<file path="config.mk">
export PLATFORM = sky130hd
export DESIGN_NAME = hashed_sleep_wait_queue
export DESIGN_NICKNAME = d
export VERILOG_FILES = /design/src/sv/hswq_pkg.sv /design/src/sv/hswq_ram.sv /design/src/sv/hswq_ctrl.sv /design/src/sv/hswq_dp.sv /design/src/sv/hashed_sleep_wait_queue.sv
export SDC_FILE = /design/constraint.sdc
export NUM_CORES = 2
export LEC_CHECK = 0
export BUFFER_PORTS_ARGS = -buffer_cell sky130_fd_sc_hd__buf_2
export CAP_MARGIN = 25
export CORE_ASPECT_RATIO = 0.5
export CORE_MARGIN = 4
export CORE_UTILIZATION = 50
export CTS_CLUSTER_DIAMETER = 80
export DETAILED_ROUTE_END_ITERATION = 6
export PLACE_DENSITY_LB_ADDON = 0.2
export SLEW_MARGIN = 20
export SYNTH_ARGS = -nofsm -noshare
export SYNTH_HDL_FRONTEND = slang
export SYNTH_SLANG_ARGS = --single-unit
</file>
<file path="constraint.sdc">
create_clock -name clk -period 11.3 [get_ports clk]
set_input_delay 2.825 -clock clk [delete_from_list [all_inputs] [get_ports clk]]
set_output_delay 2.825 -clock clk [all_outputs]
set_load 0.05 [all_outputs]
</file>
<file path="src/sv/hswq_pkg.sv">
package hswq_pkg;

  localparam int MAX_THREADS_DEF = 32;
  localparam int BUCKETS_DEF     = 127;
  localparam int RESULT_CAP      = 32;

  localparam int FUNC_W = 2;
  localparam int TID_W  = 5;
  localparam int KEY_W  = 32;

  localparam int HASH_BITS  = 8;
  localparam int HASH_STEPS = KEY_W / HASH_BITS;
  localparam int HC_W       = $clog2(HASH_STEPS);

  localparam logic [FUNC_W-1:0] FUNC_ADD      = 2'd0;
  localparam logic [FUNC_W-1:0] FUNC_WAKE     = 2'd1;
  localparam logic [FUNC_W-1:0] FUNC_WAKE_ALL = 2'd2;

  typedef enum logic [2:0] {
    ST_IDLE,
    ST_HASH,
    ST_HEAD,
    ST_LOAD,
    ST_RD,
    ST_CHK,
    ST_FINISH
  } state_t;

  typedef struct packed {
    logic capture;
    logic hash_step;
    logic tid_init;
    logic load_cur;
    logic head_wr_tid;
    logic step_fwd;
    logic keep_prev;
    logic unlink;
    logic take;
    logic append_tail;
    logic finish;
  } cmd_t;

  typedef struct packed {
    logic op_ok;
    logic is_add;
    logic is_all;
    logic hash_last;
    logic head_zero;
    logic cur_zero;
    logic nx_zero;
    logic match;
    logic steps_max;
    logic n_cap;
  } status_t;

endpackage

</file>
<file path="src/sv/hswq_ram.sv">
module hswq_ram #(
  parameter int WIDTH = 8,
  parameter int DEPTH = 32,
  parameter int AW    = (DEPTH > 1) ? $clog2(DEPTH) : 1
) (
  input  logic             clk,
  input  logic             we,
  input  logic [AW-1:0]    waddr,
  input  logic [WIDTH-1:0] wdata,
  input  logic [AW-1:0]    raddr,
  output logic [WIDTH-1:0] rdata
);

  logic [WIDTH-1:0] mem [DEPTH];

  always_ff @(posedge clk) begin
    if (we) begin
      mem[waddr] <= wdata;
    end
    rdata <= mem[raddr];
  end

endmodule

</file>
<file path="src/sv/hswq_ctrl.sv">
module hswq_ctrl (
  input  logic              clk,
  input  logic              rst,
  input  logic              start,
  input  hswq_pkg::status_t status,
  output hswq_pkg::cmd_t    cmd,
  output logic              busy
);

  hswq_pkg::state_t state;
  hswq_pkg::state_t state_next;

  always_ff @(posedge clk) begin
    if (rst) begin
      state <= hswq_pkg::ST_IDLE;
    end else begin
      state <= state_next;
    end
  end

  always_comb begin
    state_next = state;
    case (state)
      hswq_pkg::ST_IDLE: begin
        if (start && status.op_ok) state_next = hswq_pkg::ST_HASH;
      end
      hswq_pkg::ST_HASH: begin
        if (status.hash_last) state_next = hswq_pkg::ST_HEAD;
      end
      hswq_pkg::ST_HEAD: begin
        state_next = hswq_pkg::ST_LOAD;
      end
      hswq_pkg::ST_LOAD: begin
        if (status.is_add && status.head_zero) state_next = hswq_pkg::ST_IDLE;
        else state_next = hswq_pkg::ST_RD;
      end
      hswq_pkg::ST_RD: begin
        if (status.is_add) state_next = hswq_pkg::ST_CHK;
        else if (status.cur_zero) state_next = hswq_pkg::ST_FINISH;
        else if (status.is_all && (status.steps_max || status.n_cap)) begin
          state_next = hswq_pkg::ST_FINISH;
        end else state_next = hswq_pkg::ST_CHK;
      end
      hswq_pkg::ST_CHK: begin
        if (status.is_add) begin
          if (!status.nx_zero && !status.steps_max) state_next = hswq_pkg::ST_RD;
          else state_next = hswq_pkg::ST_IDLE;
        end else if (status.is_all) begin
          state_next = hswq_pkg::ST_RD;
        end else if (status.match || status.steps_max) begin
          state_next = hswq_pkg::ST_FINISH;
        end else begin
          state_next = hswq_pkg::ST_RD;
        end
      end
      hswq_pkg::ST_FINISH: begin
        state_next = hswq_pkg::ST_IDLE;
      end
      default: begin
        state_next = hswq_pkg::ST_IDLE;
      end
    endcase
  end

  always_comb begin
    cmd  = '0;
    busy = 1'b1;
    case (state)
      hswq_pkg::ST_IDLE: begin
        busy        = 1'b0;
        cmd.capture = start;
      end
      hswq_pkg::ST_HASH: begin
        cmd.hash_step = 1'b1;
      end
      hswq_pkg::ST_HEAD: begin
        cmd.tid_init = status.is_add;
      end
      hswq_pkg::ST_LOAD: begin
        cmd.load_cur    = 1'b1;
        cmd.head_wr_tid = status.is_add && status.head_zero;
      end
      hswq_pkg::ST_RD: begin
        cmd = '0;
      end
      hswq_pkg::ST_CHK: begin
        if (status.is_add) begin
          if (!status.nx_zero && !status.steps_max) cmd.step_fwd = 1'b1;
          else cmd.append_tail = 1'b1;
        end else if (status.is_all) begin
          cmd.step_fwd  = 1'b1;
          cmd.unlink    = status.match;
          cmd.take      = status.match;
          cmd.keep_prev = !status.match;
        end else if (status.match) begin
          cmd.unlink = 1'b1;
          cmd.take   = 1'b1;
        end else if (!status.steps_max) begin
          cmd.keep_prev = 1'b1;
          cmd.step_fwd  = 1'b1;
        end
      end
      hswq_pkg::ST_FINISH: begin
        cmd.finish = 1'b1;
      end
      default: begin
        busy = 1'b0;
      end
    endcase
  end

endmodule

</file>
<file path="src/sv/hswq_dp.sv">
module hswq_dp #(
  parameter int MAX_THREADS = hswq_pkg::MAX_THREADS_DEF,
  parameter int BUCKETS     = hswq_pkg::BUCKETS_DEF
) (
  input  logic                         clk,
  input  logic                         rst,
  input  logic [hswq_pkg::FUNC_W-1:0]  func,
  input  logic [hswq_pkg::TID_W-1:0]   thread_id,
  input  logic [hswq_pkg::KEY_W-1:0]   resource_key,
  input  hswq_pkg::cmd_t               cmd,
  output hswq_pkg::status_t            status,
  output logic                         strobe,
  output logic                         found,
  output logic [hswq_pkg::TID_W-1:0]   woken_thread,
  output logic                         last
);

  localparam int TW = $clog2(MAX_THREADS);
  localparam int BW = (BUCKETS > 1) ? $clog2(BUCKETS) : 1;
  localparam int SW = $clog2(MAX_THREADS + 1);
  localparam int NW = $clog2(hswq_pkg::RESULT_CAP + 1);
  localparam logic [BW:0] BK = (BW + 1)'(BUCKETS);

  logic [hswq_pkg::FUNC_W-1:0]    func_r;
  logic [TW-1:0]                  tid_r;
  logic [hswq_pkg::KEY_W-1:0]     key_r;
  logic [BW-1:0]                  rem;
  logic [BW-1:0]                  rem_next;
  logic [hswq_pkg::HC_W-1:0]      hcnt;
  logic [hswq_pkg::HASH_BITS-1:0] chunk;
  logic [BW:0]                    acc;
  logic [TW-1:0]                  cur;
  logic [TW-1:0]                  prev;
  logic [SW-1:0]                  steps;
  logic [NW-1:0]                  n_res;
  logic [TW-1:0]                  pend;
  logic                           pend_vld;

  logic [BUCKETS-1:0]     head_vld;
  logic [MAX_THREADS-1:0] nxt_vld;
  logic [MAX_THREADS-1:0] nxt_vld_next;
  logic [MAX_THREADS-1:0] key_vld;
  logic                   head_rvld;
  logic                   nxt_rvld;
  logic                   key_rvld;

  logic                       head_we;
  logic [TW-1:0]              head_wdata;
  logic [TW-1:0]              head_rdata;
  logic                       nxt_we;
  logic [TW-1:0]              nxt_waddr;
  logic [TW-1:0]              nxt_wdata;
  logic [TW-1:0]              nxt_rdata;
  logic [hswq_pkg::KEY_W-1:0] key_rdata;

  logic [TW-1:0] head_val;
  logic [TW-1:0] nx;
  logic          match;

  // key mod buckets, msb first, one compare-subtract per bit
  assign chunk = key_r[hcnt * hswq_pkg::HASH_BITS +: hswq_pkg::HASH_BITS];

  always_comb begin
    acc = {1'b0, rem};
    for (int i = hswq_pkg::HASH_BITS - 1; i >= 0; i--) begin
      acc = {acc[BW-1:0], chunk[i]};
      if (acc >= BK) acc = acc - BK;
    end
    rem_next = acc[BW-1:0];
  end

  // entries never written read as zero
  assign head_val = head_rvld ? head_rdata : '0;
  assign nx       = nxt_rvld ? nxt_rdata : '0;
  assign match    = key_rvld ? (key_rdata == key_r) : (key_r == '0);

  assign head_we    = cmd.head_wr_tid || (cmd.unlink && prev == '0);
  assign head_wdata = cmd.head_wr_tid ? tid_r : nx;
  assign nxt_we     = cmd.append_tail || (cmd.unlink && prev != '0);
  assign nxt_waddr  = cmd.append_tail ? cur : prev;
  assign nxt_wdata  = cmd.append_tail ? tid_r : nx;

  hswq_ram #(.WIDTH(TW), .DEPTH(BUCKETS), .AW(BW)) u_head_ram (
    .clk   (clk),
    .we    (head_we),
    .waddr (rem),
    .wdata (head_wdata),
    .raddr (rem),
    .rdata (head_rdata)
  );

  hswq_ram #(.WIDTH(TW), .DEPTH(MAX_THREADS), .AW(TW)) u_next_ram (
    .clk   (clk),
    .we    (nxt_we),
    .waddr (nxt_waddr),
    .wdata (nxt_wdata),
    .raddr (cur),
    .rdata (nxt_rdata)
  );

  hswq_ram #(.WIDTH(hswq_pkg::KEY_W), .DEPTH(MAX_THREADS), .AW(TW)) u_key_ram (
    .clk   (clk),
    .we    (cmd.tid_init),
    .waddr (tid_r),
    .wdata (key_r),
    .raddr (cur),
    .rdata (key_rdata)
  );

  // clears after sets so an unlinked node ends empty
  always_comb begin
    nxt_vld_next = nxt_vld;
    if (nxt_we) nxt_vld_next[nxt_waddr] = 1'b1;
    if (cmd.tid_init) nxt_vld_next[tid_r] = 1'b0;
    if (cmd.unlink) nxt_vld_next[cur] = 1'b0;
  end

  always_ff @(posedge clk) begin
    if (rst) begin
      head_vld <= '0;
      nxt_vld  <= '0;
      key_vld  <= '0;
    end else begin
      if (head_we) head_vld[rem] <= 1'b1;
      nxt_vld <= nxt_vld_next;
      if (cmd.tid_init) key_vld[tid_r] <= 1'b1;
      if (cmd.unlink) key_vld[cur] <= 1'b0;
    end
  end

  always_ff @(posedge clk) begin
    head_rvld <= head_vld[rem];
    nxt_rvld  <= nxt_vld[cur];
    key_rvld  <= key_vld[cur];
  end

  always_ff @(posedge clk) begin
    if (cmd.capture) begin
      func_r <= func;
      tid_r  <= TW'(thread_id);
      key_r  <= resource_key;
      rem    <= '0;
      hcnt   <= hswq_pkg::HC_W'(hswq_pkg::HASH_STEPS - 1);
      steps  <= '0;
      n_res  <= '0;
      prev   <= '0;
      pend   <= '0;
    end
    if (cmd.hash_step) begin
      rem  <= rem_next;
      hcnt <= hcnt - hswq_pkg::HC_W'(1);
    end
    if (cmd.load_cur) cur <= head_val;
    if (cmd.step_fwd) begin
      cur   <= nx;
      steps <= steps + SW'(1);
    end
    if (cmd.keep_prev) prev <= cur;
    if (cmd.take) begin
      pend  <= cur;
      n_res <= n_res + NW'(1);
    end
  end

  // one result held back so the final one can carry last
  always_ff @(posedge clk) begin
    if (rst) begin
      pend_vld <= 1'b0;
      strobe   <= 1'b0;
    end else begin
      if (cmd.capture) pend_vld <= 1'b0;
      else if (cmd.take) pend_vld <= 1'b1;
      strobe <= (cmd.take && pend_vld) || cmd.finish;
    end
  end

  always_ff @(posedge clk) begin
    if (cmd.take) begin
      found        <= 1'b1;
      woken_thread <= hswq_pkg::TID_W'(pend);
      last         <= 1'b0;
    end else if (cmd.finish) begin
      found        <= pend_vld;
      woken_thread <= pend_vld ? hswq_pkg::TID_W'(pend) : '0;
      last         <= 1'b1;
    end
  end

  always_comb begin
    status.op_ok = (func inside {hswq_pkg::FUNC_WAKE, hswq_pkg::FUNC_WAKE_ALL}) ||
                   (func == hswq_pkg::FUNC_ADD && thread_id != '0 &&
                    32'(thread_id) < MAX_THREADS);
    status.is_add    = func_r == hswq_pkg::FUNC_ADD;
    status.is_all    = func_r == hswq_pkg::FUNC_WAKE_ALL;
    status.hash_last = hcnt == '0;
    status.head_zero = head_val == '0;
    status.cur_zero  = cur == '0;
    status.nx_zero   = nx == '0;
    status.match     = match;
    status.steps_max = steps == SW'(MAX_THREADS);
    status.n_cap     = n_res == NW'(hswq_pkg::RESULT_CAP);
  end

endmodule

</file>
<file path="src/sv/hashed_sleep_wait_queue.sv">
// hashed wait queue: threads wait on 32-bit keys in buckets chosen by key mod BUCKETS,
// each bucket a list in arrival order chained through per-thread links.
// command port: an item (func, thread_id, resource_key) transfers on a rising edge
// with start high and busy low. func 0 appends a thread, 1 wakes the first
// thread with the key, 2 wakes every thread with the key.
// results come out on found, woken_thread and last, each for one cycle with
// strobe high; the receiver cannot stall, so a result is taken in that cycle.
// adds give no result; a wake gives one; a wake-all gives one per thread woken,
// or a single not-found result; last marks the final result of the item.
// sequence: the key is hashed a byte at a time, msb first, then the bucket head is
// read, then each chain entry visited takes one link/key memory read and one update;
// a wake then passes through a report state before busy drops. the last result
// appears in the same cycle that busy drops. chain walks stop once MAX_THREADS
// links have been followed, so busy always falls again.
// reset empties every bucket and clears all links and keys at once, through
// flags per entry; no clearing pass is needed and an item may start right away.
module hashed_sleep_wait_queue #(
  parameter int MAX_THREADS = hswq_pkg::MAX_THREADS_DEF,
  parameter int BUCKETS     = hswq_pkg::BUCKETS_DEF
) (
  input  logic                        clk,
  input  logic                        rst,
  input  logic                        start,
  output logic                        busy,
  input  logic [hswq_pkg::FUNC_W-1:0] func,
  input  logic [hswq_pkg::TID_W-1:0]  thread_id,
  input  logic [hswq_pkg::KEY_W-1:0]  resource_key,
  output logic                        strobe,
  output logic                        found,
  output logic [hswq_pkg::TID_W-1:0]  woken_thread,
  output logic                        last
);

  hswq_pkg::cmd_t    cmd;
  hswq_pkg::status_t status;

  hswq_ctrl u_ctrl (
    .clk    (clk),
    .rst    (rst),
    .start  (start),
    .status (status),
    .cmd    (cmd),
    .busy   (busy)
  );

  hswq_dp #(.MAX_THREADS(MAX_THREADS), .BUCKETS(BUCKETS)) u_dp (
    .clk          (clk),
    .rst          (rst),
    .func         (func),
    .thread_id    (thread_id),
    .resource_key (resource_key),
    .cmd          (cmd),
    .status       (status),
    .strobe       (strobe),
    .found        (found),
    .woken_thread (woken_thread),
    .last         (last)
  );

`ifndef SYNTHESIS
  a_more_follows: assert property (@(posedge clk) disable iff (rst)
    strobe && !last |=> busy)
    else $error("non-final result while block went idle");

  a_no_result_after_accept: assert property (@(posedge clk) disable iff (rst)
    start && !busy |=> !strobe)
    else $error("result right after a new item transfer");

  a_miss_is_final: assert property (@(posedge clk) disable iff (rst)
    strobe && !found |-> last && woken_thread == '0)
    else $error("not-found result without last or with a thread");
`endif

endmodule

</file>
[Yosys cells after proc, flatten, opt, wreduce, memory -nomap -nowiden]
Memories as Yosys holds them, arrays and structs flattened. A register that Yosys moved wholly into a read port is not among the register bits.
Cells that the tools add are included.
Storage, ports and cells
  bits in registers: 281
  RAM bits: 1819
  input port bits: 42
  memories kept: 3
Operators by class
  add/sub/neg operators: 11
  magnitude comparators: 16
  equality and inequality tests: 14
  shifts and indexed selects: 1
  muxes and demuxes: 82
  bitwise operators: 8
  reductions and logical operators: 42
Memory list
  u_dp.u_key_ram.mem: depth 32, bits a word 32, rd ports 1, clocked after Yosys merged registers in 1, wr ports 1, RTL line hswq_ram.sv:14  | logic [WIDTH-1:0] mem [DEPTH];
  u_dp.u_head_ram.mem: depth 127, bits a word 5, rd ports 1, clocked after Yosys merged registers in 1, wr ports 1, RTL line hswq_ram.sv:14
  u_dp.u_next_ram.mem: depth 32, bits a word 5, rd ports 1, clocked after Yosys merged registers in 1, wr ports 1, RTL line hswq_ram.sv:14
Operator list (count)
  32-bit 2-to-1 mux: 6
  127-bit bitwise OR: 1
  32-bit AND: 3
  5-bit 2-to-1 mux: 14
  7-bit 2-to-1 mux: 10
  8-bit by 7-bit >= comparator with 1-bit output, second input constant: 8
  32-bit NOT: 2
  32-bit bitwise OR: 2
  7-bit subtractor, second input constant: 8
  32-bit == test: 1
  32-bit zero test: 1
  32-bit by 6-bit variable part select with 8-bit output: 1
  3-bit 2-to-1 mux: 9
  1-bit 2-to-1 mux: 23
  5-bit zero test: 4
  5-bit by 6-bit less-than comparator with 1-bit output, second input constant: 3
  6-bit 2-to-1 mux: 3
  3-bit case mux with 6 select lines: 1
  2-bit 2-to-1 mux: 8
  1-bit demux with 5-bit select: 3
  5-bit by 1-bit >= comparator with 1-bit output, second input constant: 3
  2-bit nonzero test: 7
  6-bit by 1-bit adder with 6-bit output, second input constant: 2
  6-bit == test, second input constant: 2
  other kinds (23): 49

[Depth between registers and ports, before layout]
  word-level depth: 18
  depth in mapped cells: 44

[Cells and area by module]
From an unflattened synthesis, not the netlist that was laid out.
Second synthesis, totals
  cells, all modules: 5480
  area total of the unflattened synthesis: 87575.2 um2
By module, submodules not included
  hswq_ram at u_dp.u_key_ram: instances 1, cells an instance 2260, area each 40485.1 um2, sequential area each 31390.1 um2
  hswq_ram at u_dp.u_head_ram: instances 1, cells an instance 1305, area each 25461.9 um2, sequential area each 19168.4 um2
  hswq_dp: instances 1, cells an instance 1590, area each 14905.5 um2, sequential area each 6366.1 um2
  hswq_ram at u_dp.u_next_ram: instances 1, cells an instance 277, area each 6344.8 um2, sequential area each 4904.7 um2
  hswq_ctrl: instances 1, cells an instance 48, area each 377.9 um2, sequential area each 60.1 um2

[Worst setup path before layout]
Ideal clock, no wire load.
  kind: reg2reg
  start point: reg u_dp.key_r[31] (netlist bit)
  end point: reg u_dp.rem[1] (data pin)
  arrival: 10.058 ns
  path slack: 1.096 ns
  stages on the path, launching flop included: 44
  clock period less this slack: 10.204 ns
  cell sequence: edfxtp_1 > mux4_2 > ha_1 > and3_1 > a21oi_2 > xnor2_1 > inv_1 > ha_1 > clkbuf_1 > nand2_1 > a2111oi_4 > a21oi_4 > xnor2_1 > ha_1 > o21ai_2 > a211oi_4 > nor2_1 > xnor2_1 > (+8 left out) > a31oi_2 > xnor2_1 > ha_1 > clkbuf_1 > o31a_1 > o211ai_1 > nand3_1 > a31oi_1 > xnor2_1 > ha_1 > nand2_1 > nor4_1 > a211oi_2 > or3_1 > a211oi_4 > a31oi_2 > or3_1 > a21oi_1
On the way
  longest elaborated chain between the ends: 18
Ends and longest elaborated chain
  from (decl): RTL line hswq_dp.sv:26  | logic [hswq_pkg::KEY_W-1:0] key_r;
  from (signal assigned): RTL line hswq_dp.sv:141  | key_r <= resource_key;
  32-bit by 6-bit variable part select with 8-bit output (*): RTL line hswq_dp.sv:61  | assign chunk = key_r[hcnt * hswq_pkg::HASH_BITS +: hswq_pkg::HASH_BITS];
  7-bit subtractor or 8-bit by 7-bit >= comparator with 1-bit output (tied branches): RTL line hswq_dp.sv:67  | if (acc >= BK) acc = acc - BK;
  7-bit 2-to-1 mux (*): RTL line hswq_dp.sv:67
  7-bit subtractor or 8-bit by 7-bit >= comparator with 1-bit output (tied branches): RTL line hswq_dp.sv:67
  7-bit 2-to-1 mux (*): RTL line hswq_dp.sv:67
  7-bit subtractor or 8-bit by 7-bit >= comparator with 1-bit output (tied branches): RTL line hswq_dp.sv:67
  7-bit 2-to-1 mux (*): RTL line hswq_dp.sv:67
  7-bit subtractor or 8-bit by 7-bit >= comparator with 1-bit output (tied branches): RTL line hswq_dp.sv:67
  (+2 left out)
  7-bit 2-to-1 mux (*): RTL line hswq_dp.sv:67
  7-bit subtractor or 8-bit by 7-bit >= comparator with 1-bit output (tied branches): RTL line hswq_dp.sv:67
  7-bit 2-to-1 mux (*): RTL line hswq_dp.sv:67
  8-bit by 7-bit >= comparator with 1-bit output or 7-bit subtractor (tied branches): RTL line hswq_dp.sv:67
  7-bit 2-to-1 mux (*): RTL line hswq_dp.sv:67
  7-bit subtractor or 8-bit by 7-bit >= comparator with 1-bit output (tied branches): RTL line hswq_dp.sv:67
  7-bit 2-to-1 mux (*): RTL line hswq_dp.sv:67
  7-bit 2-to-1 mux (*): RTL line hswq_dp.sv:149  | if (cmd.hash_step) begin
  to (signal assigned): RTL line hswq_dp.sv:150  | rem <= rem_next;
  to (decl): RTL line hswq_dp.sv:27  | logic [BW-1:0] rem;
Mark *: on every way between the ends. The rest lies on a longest branch, timed or not.
A chain may end at the register's enable or synchronous reset.

[Final worst setup path]
  start point: reg u_dp.key_r[23] (netlist bit)
  end point: reg u_dp.rem[1] (data pin)
The elaborated chain is that of the path after synthesis.

==> results.txt <==
----------------------------------------------------
[Clocking]
  Clock tree from TritonCTS ... yes
  Clk_lat worst skew ... 850 ps
  Number of clock sinks seen by CTS ... 2142
  Clock buffer depth ... 4
  CTS clock-pin slew for the worst setup and hold paths ... 80 ps
  Root buffer cell ... clkbuf_16
  Number of buffers inserted for hold repair after clock tree synthesis ... 0
  Total CTS buffers ... 189
  Clock H-tree levels ... 4

[Power and ir drop]
  Combinational cell fraction of total power ... 0.187
  Register share of total power ... 0.468
  Static Leak ... 27.9 nW
  Maximum VDD drop ... 0.000140 V
  Power density over the cells ... 200 nW/µm²
  Clock share of power ... 0.344
  Switch share ... 0.282
  Switching power of the nets ... 5.24 mW
  Internal portion of total power ... 13.3 mW

[Place]
  Routability congestion estimate ... 0.851
  Count of buffers from port buffering ... 50
  Post-Place Cell Area ... 86800 µm²
  Placed Instances ... 6910
  Detail Placement HPWL ... 123000 µm

[Worst setup path]
  Critical path peak fanout ... 9
  Type of element capturing the critical path ... flop
  CP required ... 11970 ps
  Worst setup path startpoint ... u_dp.key_r[23]$_DFFE_PP_
  Crit Path Category ... flop to flop
  WP data arrival ... 11310 ps
  Most common cell on crit path ... ha_1
  Library cell contributing the largest single delay on the critical path ... mux4_2
  Critical register-to-register path startpoint ... u_dp.key_r[23]$_DFFE_PP_
  Startpoint types ... flop
  Slowest Stage Delay on Critical Path ... 630 ps

[Routing]
  Length of routed wiring on met1 ... 92800 µm
  Violation count after the first detailed-route iteration ... 6090
  Total wire length after detailed routing ... 224000 µm
  TritonRoute pass-1 iters ... 6
  Total via count in the routed design ... 47.5k
  Met3 routed wirelength ... 20600 µm
  Uppermost routed layer ... met4
  Remaining routing DRC violations ... 0
  Met2 WL ... 104000 µm
  Count of nets left with antenna violations after detail routing ... 0
  Average wire per standard cell ... 30.8 µm
  Via density per instance ... 6.54

[Global route]
  Vias in the first global route ... 46.5k
  GRT Resource Usage Total ... 0.256
  Global-route wire length before repair ... 324000 µm
  Total global routing overflow ... 0
  Pin count of the biggest net entering global routing ... 148
  Number of antenna violations at the first check in global routing ... 13

[Final layout]
  Final standard cell area without fillers ... 93000 µm²
  Final #Nets ... 4975
  Final non-filler cell total ... 7266
  Fraction of layout instances using a drive strength above 1 ... 0.191
  P&R area growth vs syn ... 11.6%
  Most common cell after layout, fill and taps aside ... edfxtp_1
  Most frequent cells in the layout ... edfxtp_1 (1899), nor2_1 (535), a22oi_1 (353)

[Yosys]
  Synth warnings ... 0
  Share of flip-flops with an asynchronous set or reset after synthesis ... 0
  Number of nets produced by synthesis ... 4864
  Sequential share of the synthesized area ... 0.743
  Synth Cell Area ... 83300 µm²
  Synthesized area divided by synthesized cell count ... 17.3 µm²
  Top flip-flop cell by instance count after synthesis ... edfxtp_1
  Post-synthesis cell type count ... 96
  Number of enable flip-flop cells after synthesis ... 1899
  Flop and latch count out of synthesis ... 2142
  Mapped Cells ... 4809

[STA]
  Post-route clock period utilization ... 0.942
  Clock tree skew after final layout ... 65.2 ps
  Final-report setup violation count ... 0
  Final count of hold timing violations ... 0
  Maximum clock rate ... 0.0939 GHz
  Final number of max-transition violations ... 0
  Slew HR ... 0.239
  Shortest clock period the worst path allows after layout ... 10650 ps
  Transition time at the pin with the least slew margin ... 1140 ps

[Floorplan]
  Row count ... 105
  Top-Level Pins ... 51
  Die height ... 297 µm
  Chip width ... 585 µm
  Core outline area ... 165000 µm²
  Die Area ... 174000 µm²
  Initial Utilization ... 0.506

[Outcome]
  Status ... completed

[Flow run]
  Number of max-cap violations ... 0

[Worst hold path]
  Worst Hold Launch ... u_dp.head_vld[32]$_SDFFE_PP0N_
  Min-Delay Path Class ... flop to flop

----------------------------------------------------
## metal layers
metal	GRT usage	up-vias
met1	0.374	24800
met4	0.0692	0
met5	0	-
li1	-	19700
met3	0.0452	432
met2	0.401	2512
## path summary, 6_finish.rpt
path              slack [ps]                        endpoint  cells past startpoint
setup / recovery         650       u_dp.rem[1]$_SDFFCE_PN0P_                     41
hold reg to reg          470  u_dp.head_vld[32]$_SDFFE_PP0N_                      2
setup reg to reg         650       u_dp.rem[1]$_SDFFCE_PN0P_                     41
hold / removal           470  u_dp.head_vld[32]$_SDFFE_PP0N_                      2
## final cells by class
type                       instances  area [µm²]
timing repair buffer             202        1510
antenna                            5        12.5
clock buffer                     271        5290
multi-input combinational       2355       20700
fill                           12500       71800
inverter                          30         113
sequential                      2142       61900
tap                             2193        2740
clock inverter                    68         683
## worst max-delay path: cells and delay by family (launching register included)
kind / cells / cell delay (ps)
fa+ha+maj: 7 / 1930
simple gates: 8 / 1910
flops: 1 / 420
compound gates: 16 / 3930
xor+xnor: 6 / 1240
buf+inv: 3 / 400
mux: 1 / 630
## power by group through the flow
stage                     Clock (mW)  Sequential [mW]  Combinational (mW)
final                           6.39             8.69                3.47
after CTS                       6.48             8.69                3.39
after global routing            6.84             8.69                3.70
after global placement             0             8.87                3.35
after detailed placement           0             8.87                3.38
after floorplan                    0             8.90                2.22
## sequential cells by signal (all words and copies together) (netlist names), 32 cells and up
register / count
u_dp.u_key_ram.mem: 1024
u_dp.u_key_ram.rdata: 32
u_dp.key_r: 32
u_dp.nxt_vld: 32
u_dp.head_vld: 127
u_dp.key_vld: 32
u_dp.u_next_ram.mem: 160
u_dp.u_head_ram.mem: 635
## synthesized netlist by cell type, types with 20 or more instances
cell type	n	area share
a2111oi_0	35	0.0037
a211oi_1	42	0.0038
a21oi_1	55	0.0033
a221oi_1	54	0.0057
a22o_1	41	0.0043
a22oi_1	353	0.032
a31oi_1	37	0.0028
and2_1	30	0.0023
buf_1	70	0.0032
clkbuf_1	202	0.0091
dfxtp_1	243	0.058
edfxtp_1	1899	0.68
inv_1	29	0.0013
mux2_2	37	0.0050
mux2i_1	41	0.0049
mux4_2	339	0.092
nand2_1	113	0.0051
nand3_1	56	0.0034
nand4_1	96	0.0072
nor2_1	576	0.026
nor3_1	20	0.0012
o211ai_1	20	0.0018
o21ai_0	76	0.0046
xnor2_1	52	0.0055
## timing repair
action                     CTS  global route
buffers inserted             1             4
gates resized for setup      1            10
setup endpoints to repair    1             7
pin swaps                    1             1
## stage by stage
stage / util / hold slack (ps) / power, mW / setup TNS (ps) / setup WS (ps)
after global routing: 0.564 / 492 / 19.2 / -11.6 / -11.6
after detailed placement: 0.527 / 457 / 12.2 / 0 / 33.2
after global placement: 0.527 / 444 / 12.2 / 0 / 355
final: 0.564 / 470 / 18.6 / 0 / 652
after CTS: 0.563 / 473 / 18.6 / 0 / 75.0
after floorplan: - / 435 / 11.1 / 0 / 1100
## cells by family after synthesis
group                      count (synthesis)  share of synthesized area
AOI/OAI and AO/OA                        845                     0.0773
xor gates and xnor gates                  62                    0.00652
adders and majority gates                 13                    0.00195
buffers and inverters                    312                     0.0143
DFF                                     2142                      0.743
muxes                                    418                      0.102
and+or+nand+nor                         1017                     0.0556
(Power assumes the default switching activity.)
